## config.mk

```make
export PLATFORM = sky130hd
export DESIGN_NAME = bfha_sorted_list
export DESIGN_NICKNAME = d
export VERILOG_FILES = /design/src/sv/bfha_pkg.sv /design/src/sv/bfha_sorted_list.sv
export SDC_FILE = /design/constraint.sdc
export NUM_CORES = 1
export LEC_CHECK = 0
export BUFFER_PORTS_ARGS = -buffer_cell sky130_fd_sc_hd__buf_4
export CAP_MARGIN = 40
export CORE_MARGIN = 10
export CORE_UTILIZATION = 45
export DETAILED_ROUTE_END_ITERATION = 16
export SYNTH_ARGS = -nofsm -noshare
export SYNTH_HDL_FRONTEND = slang
export SYNTH_SLANG_ARGS = --single-unit
```

## constraint.sdc

```tcl
create_clock -name aclk -period 9.6 [get_ports aclk]
set_input_delay 1.44 -clock aclk [delete_from_list [all_inputs] [get_ports aclk]]
set_output_delay 1.44 -clock aclk [all_outputs]
set_load 0.02 [all_outputs]
```

## src/sv/bfha_pkg.sv

```systemverilog
package bfha_pkg;

    // Default sizes of the descriptor table and the two sorted lists.
    localparam int DEF_DESCRIPTORS  = 64;
    localparam int DEF_FREE_ENTRIES = 32;
    localparam int DEF_USED_ENTRIES = 32;

    // Sorted list operations.
    localparam logic [2:0] LIST_NONE      = 3'd0;
    localparam logic [2:0] LIST_FIND_KEY  = 3'd1;
    localparam logic [2:0] LIST_FIND_SLOT = 3'd2;
    localparam logic [2:0] LIST_INSERT    = 3'd3;
    localparam logic [2:0] LIST_REMOVE    = 3'd4;
    localparam logic [2:0] LIST_INIT_ONE  = 3'd5;
    localparam logic [2:0] LIST_CLEAR     = 3'd6;

    // Result status codes.
    localparam logic [2:0] ST_OK        = 3'd0;
    localparam logic [2:0] ST_ZERO_SIZE = 3'd1;
    localparam logic [2:0] ST_NO_FIT    = 3'd2;
    localparam logic [2:0] ST_NO_SLOT   = 3'd3;
    localparam logic [2:0] ST_BAD_ADDR  = 3'd4;

    // Configuration register indexes.
    localparam logic CFG_HEAP_BASE = 1'b0;
    localparam logic CFG_HEAP_SIZE = 1'b1;

    typedef struct packed {
        logic [2:0]  op;
        logic [15:0] key;
    } list_cmd_t;

    typedef struct packed {
        logic done;
        logic found;
        logic full;
    } list_resp_t;

endpackage

```

## src/sv/bfha_sorted_list.sv

```systemverilog
module bfha_sorted_list import bfha_pkg::*; #(
    parameter int DEPTH = DEF_FREE_ENTRIES,
    parameter int SW = 6,
    localparam int CW = $clog2(DEPTH + 1)
) (
    input  logic            aclk,
    input  logic            aresetn,
    input  list_cmd_t       cmd,
    input  logic [SW-1:0]   cmd_slot,
    input  logic [CW-1:0]   cmd_pos,
    output list_resp_t      resp,
    output logic [CW-1:0]   resp_pos,
    output logic [15:0]     resp_key,
    output logic [SW-1:0]   resp_slot
);

    localparam int IW = (DEPTH > 1) ? $clog2(DEPTH) : 1;
    localparam int EW = 16 + SW;

    localparam logic [2:0] L_IDLE = 3'd0;
    localparam logic [2:0] L_SCAN = 3'd1;
    localparam logic [2:0] L_PREP = 3'd2;
    localparam logic [2:0] L_SHUP = 3'd3;
    localparam logic [2:0] L_SHDN = 3'd4;
    localparam logic [2:0] L_PUT  = 3'd5;

    logic [EW-1:0] mem [DEPTH];
    logic [EW-1:0] rdata_reg;
    logic [EW-1:0] wdata;
    logic [IW-1:0] raddr, waddr;
    logic          we;

    logic [2:0]    state_reg, state_next;
    logic [2:0]    op_reg, op_next;
    logic [15:0]   key_reg, key_next;
    logic [SW-1:0] slot_reg, slot_next;
    logic [CW-1:0] count_reg, count_next;
    logic [CW-1:0] k_reg, k_next;
    logic [CW-1:0] pos_reg, pos_next;
    logic          done_reg, done_next;
    logic          found_reg, found_next;
    logic [15:0]   hkey_reg, hkey_next;
    logic [SW-1:0] hslot_reg, hslot_next;

    logic [CW-1:0] k_inc, k_dec, cnt_dec, pos_inc;
    logic [15:0]   e_key;
    logic [SW-1:0] e_slot;
    logic          match;

    assign k_inc   = k_reg + CW'(1);
    assign k_dec   = k_reg - CW'(1);
    assign cnt_dec = count_reg - CW'(1);
    assign pos_inc = pos_reg + CW'(1);
    assign e_key   = rdata_reg[EW-1:SW];
    assign e_slot  = rdata_reg[SW-1:0];
    assign match   = (op_reg == LIST_FIND_SLOT) ? (e_slot == slot_reg) : (e_key >= key_reg);

    assign resp      = '{done: done_reg, found: found_reg, full: (count_reg == CW'(DEPTH))};
    assign resp_pos  = pos_reg;
    assign resp_key  = hkey_reg;
    assign resp_slot = hslot_reg;

    // Sequencer: linear scan, shift up for insert, shift down for remove; init and clear act directly from idle.
    always_comb begin
        state_next = state_reg;
        op_next    = op_reg;
        key_next   = key_reg;
        slot_next  = slot_reg;
        count_next = count_reg;
        k_next     = k_reg;
        pos_next   = pos_reg;
        done_next  = 1'b0;
        found_next = found_reg;
        hkey_next  = hkey_reg;
        hslot_next = hslot_reg;
        we         = 1'b0;
        waddr      = '0;
        wdata      = {key_reg, slot_reg};
        raddr      = k_inc[IW-1:0];
        case (state_reg)
            L_IDLE: begin
                raddr = '0;
                case (cmd.op)
                    LIST_INIT_ONE: begin
                        we         = 1'b1;
                        wdata      = {cmd.key, cmd_slot};
                        count_next = CW'(1);
                        done_next  = 1'b1;
                    end
                    LIST_CLEAR: begin
                        count_next = '0;
                        done_next  = 1'b1;
                    end
                    LIST_FIND_KEY, LIST_FIND_SLOT, LIST_INSERT: begin
                        op_next   = cmd.op;
                        key_next  = cmd.key;
                        slot_next = cmd_slot;
                        k_next    = '0;
                        if (cmd.op == LIST_INSERT && count_reg == CW'(DEPTH)) begin
                            done_next  = 1'b1;
                            found_next = 1'b0;
                        end else if (count_reg == '0) begin
                            pos_next = '0;
                            if (cmd.op == LIST_INSERT) begin
                                state_next = L_PUT;
                            end else begin
                                done_next  = 1'b1;
                                found_next = 1'b0;
                            end
                        end else begin
                            state_next = L_SCAN;
                        end
                    end
                    LIST_REMOVE: begin
                        op_next    = cmd.op;
                        pos_next   = cmd_pos;
                        state_next = L_PREP;
                    end
                    default: ;
                endcase
            end
            L_SCAN: begin
                if (match || k_reg == cnt_dec) begin
                    pos_next   = match ? k_reg : count_reg;
                    hkey_next  = e_key;
                    hslot_next = e_slot;
                    found_next = match;
                    if (op_reg == LIST_INSERT) begin
                        state_next = L_PREP;
                    end else begin
                        done_next  = 1'b1;
                        state_next = L_IDLE;
                    end
                end else begin
                    k_next = k_inc;
                end
            end
            L_PREP: begin
                if (op_reg == LIST_INSERT) begin
                    if (pos_reg == count_reg) begin
                        state_next = L_PUT;
                    end else begin
                        raddr      = cnt_dec[IW-1:0];
                        k_next     = cnt_dec;
                        state_next = L_SHUP;
                    end
                end else if (pos_inc >= count_reg) begin
                    count_next = cnt_dec;
                    done_next  = 1'b1;
                    state_next = L_IDLE;
                end else begin
                    raddr      = pos_inc[IW-1:0];
                    k_next     = pos_inc;
                    state_next = L_SHDN;
                end
            end
            L_SHUP: begin
                we    = 1'b1;
                waddr = k_inc[IW-1:0];
                wdata = rdata_reg;
                if (k_reg == pos_reg) begin
                    state_next = L_PUT;
                end else begin
                    raddr  = k_dec[IW-1:0];
                    k_next = k_dec;
                end
            end
            L_SHDN: begin
                we    = 1'b1;
                waddr = k_dec[IW-1:0];
                wdata = rdata_reg;
                if (k_reg == cnt_dec) begin
                    count_next = cnt_dec;
                    done_next  = 1'b1;
                    state_next = L_IDLE;
                end else begin
                    k_next = k_inc;
                end
            end
            L_PUT: begin
                we         = 1'b1;
                waddr      = pos_reg[IW-1:0];
                count_next = count_reg + CW'(1);
                done_next  = 1'b1;
                state_next = L_IDLE;
            end
            default: state_next = L_IDLE;
        endcase
    end

    // List storage, one write and one registered read per cycle.
    always_ff @(posedge aclk) begin
        if (we) begin
            mem[waddr] <= wdata;
        end
        rdata_reg <= mem[raddr];
    end

    always_ff @(posedge aclk) begin
        if (!aresetn) begin
            state_reg <= L_IDLE;
            count_reg <= '0;
            done_reg  <= 1'b0;
        end else begin
            state_reg <= state_next;
            count_reg <= count_next;
            done_reg  <= done_next;
        end
    end

    always_ff @(posedge aclk) begin
        op_reg    <= op_next;
        key_reg   <= key_next;
        slot_reg  <= slot_next;
        k_reg     <= k_next;
        pos_reg   <= pos_next;
        found_reg <= found_next;
        hkey_reg  <= hkey_next;
        hslot_reg <= hslot_next;
    end

endmodule

```

==> results.py <==
metrics = {
    "placed_design": {
        "numPortBuffers": 63,
        "post-dp-hpwl_um": 54800,
        "gp_congestion": 0.887,
    },
    "power": {
        "p_leak_nw": 12.7,
        "power_density_mw_per_mm2": 351,
        "peakVddDrop_v": 0.000308,
        "fin_total_pwr_mw": 13.3,
    },
    "clocking": {
        "numCtsBuffers": 80,
        "cts_hold_buf": 0,
        "path_clk_slew_ps": 70,
        "clock_path_buffers": 3,
        "clock-sinks": 796,
        "htree_num_levels": 3,
        "cts_tree": "built",
        "cts_resized": 0,
        "cts_root_buf": "clkbuf_16",
        "postCtsSetupRepairBufs": 0,
        "insertion_delay_ps": 630,
    },
    "logic_synthesis": {
        "synthesis.nets": 2402,
        "async_reset_ff_share_pct": 0,
        "syn-cell-area_mm2": 0.0330,
        "avgSynthCellArea_um2": 14.1,
        "synthDistinctLibCells": 65,
        "syn-instance-count": 2342,
        "synth_edf_count": 764,
        "yosysWarnings": 0,
        "ys.flop_type": "edfxtp_1",
        "synth_seq_cells": 796,
        "synth_seq_area_share_pct": 71.4,
    },
    "route": {
        "ant_nets": 0,
        "routedWlPerCell_um": 25.6,
        "drt_iter0_drc": 1975,
        "first_pass_iters": 5,
        "routed_wl_um": 88500,
        "vias": 20300,
        "drc_errors": 0,
        "viasPerCell": 5.89,
    },
    "sta": {
        "worst_pin_slew_ps": 894,
        "fmax_mhz": 184,
        "rsz0062_at_grt": "false",
        "fin_crit_ps": 5430,
        "skew_ps": 24.4,
        "tns_ps": 0,
        "hold_viol_final": 0,
        "maxSlewViolCount": 0,
        "fin_crit_sh_pct": 56.6,
        "slew_headroom_pct": 40.4,
        "setup_violations": 0,
    },
    "grt": {
        "antenna_found_initial": 0,
        "grt_pass1_wl_um": 132000,
        "grt_pass1_vias": 19500,
        "grtUsageTotal_pct": 20.3,
        "grt_max_degree": 139,
        "overflow": 0,
    },
    "floorplan": {
        "core_area_mm2": 0.0728,
        "initial_core_util_pct": 45.3,
        "die-area_mm2": 0.0846,
        "ios": 64,
        "die_w_um": 291,
        "rows": 99,
        "dieHeight_um": 291,
    },
    "setup_path": {
        "crit_arrival_ps": 5920,
        "slowest_stage": "a21oi_1",
        "critPathMaxFanout": 37,
        "worst_ep_required_time_ps": 10090,
        "crit_chain": "ha_1 > nand3_1 > xor2_1 > inv_1 > ha_1 > a21oi_1 > o21ai_0 > a21oi_1 > o21ai_0 > a32oi_1 > and3b_4 > buf_12 > buf_4 > a32o_1 > a221oi_2 > o22ai_1 > a211oi_2",
        "r2r_slack_ps": 4170,
        "end_kind": "flop",
        "slowest_delay_ps": 670,
        "crit_type": "reg -> reg",
        "start_kind": "flop",
    },
    "run_status": {
        "status": "complete, no violations",
    },
    "job": {
        "cap_violations": 0,
    },
    "cells_and_area": {
        "largest_register_ffs": 704,
        "fin_nets": 2489,
        "drive_gt1_share_pct": 14.5,
        "fin_util_pct": 52.0,
        "n_antenna_cell": 0,
        "nFillCells": 5993,
        "syn2layout_area_growth_pct": 14.7,
    },
    "min_path": {
        "min_path_type": "reg -> reg",
    },
}
-- area by class of cell --
cell class                      instances  area [µm²]  area share, %
Clock buffer                          111        2280           6.03
Clock inverter                         36         395           1.04
Multi-Input combinational cell       1367        8760           23.1
Tap cell                              959        1200           3.17
Sequential cell                       796       23600           62.3
Timing Repair Buffer                  151        1510           4.00
Inverter                               33         124          0.327
-- cell usage in the layout, fill, tap and decap left out, types with 12 or more instances in the layout --
cell type  count
dfxtp_1       32
o22ai_1       31
clkbuf_16     83
and3_1        28
edfxtp_1     764
xnor2_1       22
nand4_1       28
o21ai_0       30
a211oi_2      22
a221oi_2      20
a32oi_1       48
clkinv_1      14
ha_1          27
mux2i_1      161
a21oi_1       57
nor3_1        12
a32o_1        45
buf_4        115
clkbuf_1      18
xor2_1        23
nand3_1      102
a22oi_1       24
nor2_1        39
inv_1         33
nor2_2        33
buf_8         20
nand2_1      486
a211oi_1      31
a21o_1        13
-- report_power, final --
| part | total, mW | leakage, nW | internal, mW | switching [mW] |
|---|---|---|---|---|
| Clock | 3.15 | 1.31 | 1.86 | 1.29 |
| Sequential | 4.92 | 7.18 | 4.64 | 0.279 |
| Combinational | 5.23 | 4.25 | 1.76 | 3.47 |
-- cell families (layout without fill, tap and decap cells) --
family	Yosys count	in the layout	share of synthesized area, %
AOI/OAI and AO/OA	363	363	8.98
xor gates and xnor gates	45	45	1.19
adders and majority gates	27	27	1.02
buffers and inverters	179	331	2.51
DFF	796	796	71.4
muxes	161	161	4.88
and+or+nand+nor	771	771	9.99
-- stage by stage --
| stage | worst slack, ps | area (µm²) | hold slack, ps | std cells |
|---|---|---|---|---|
| CTS | 4200 | 37900 | 567 | 3453 |
| global route | 3820 | 37900 | 574 | 3453 |
| global placement | 4020 | 34600 | 558 | 3273 |
| floorplan | 5060 | 33000 | 408 | 2342 |
| detailed placement | 4190 | 35200 | 558 | 3306 |
| finish | 4170 | 37900 | 564 | 3453 |
-- per-layer routing --
layer	share of wire [%]	routed length, µm	track usage (%)	up-vias
li1	-	-	-	9083
met1	44	39300	28.8	10300
met2	47	41200	32.2	786
met3	7.3	6440	3.52	113
met4	1.8	1610	5.19	0
met5	0	0	0	-
-- cell usage after synthesis (20+ instances only) --
library cell	number	share of area, %
edfxtp_1	764	69
nand2_1	486	5.5
mux2i_1	161	4.9
nand3_1	104	1.6
nor2_1	72	0.82
clkbuf_1	61	0.69
a21oi_1	59	0.89
buf_2	54	0.82
a32oi_1	48	1.3
a32o_1	45	1.4
inv_1	33	0.38
dfxtp_1	32	1.9
a211oi_1	31	0.70
o22ai_1	31	0.59
o21ai_0	30	0.45
and3_1	29	0.55
nand4_1	28	0.53
ha_1	27	1.0
a22oi_1	24	0.55
xor2_1	23	0.61
a211oi_2	22	0.83
xnor2_1	22	0.58
a221oi_2	20	0.91
buf_4	20	0.45
-- final timing paths --
kind / startpoint / end / cells past startpoint
setup / recovery: resp_pos[0]$_DFFE_PP_ / rdata_reg[17]$_DFF_P_ / 17
hold / removal: rdata_reg[8]$_DFF_P_ / resp_key[2]$_DFFE_PP_ / 0
setup reg to reg: resp_pos[0]$_DFFE_PP_ / rdata_reg[17]$_DFF_P_ / 17
hold reg to reg: rdata_reg[8]$_DFF_P_ / resp_key[2]$_DFFE_PP_ / 0
-- worst max-delay path: cells and delay by family, from the launching register on --
kind,cells,cell delay [ps]
buffers and inverters,3,800
AND/OR/NAND/NOR,2,700
flip-flops,1,560
XOR/XNOR,1,250
adder cells (fa/ha/maj),2,490
AO/OA/AOI/OAI,9,2430
Power figures use the tool's default switching activity.
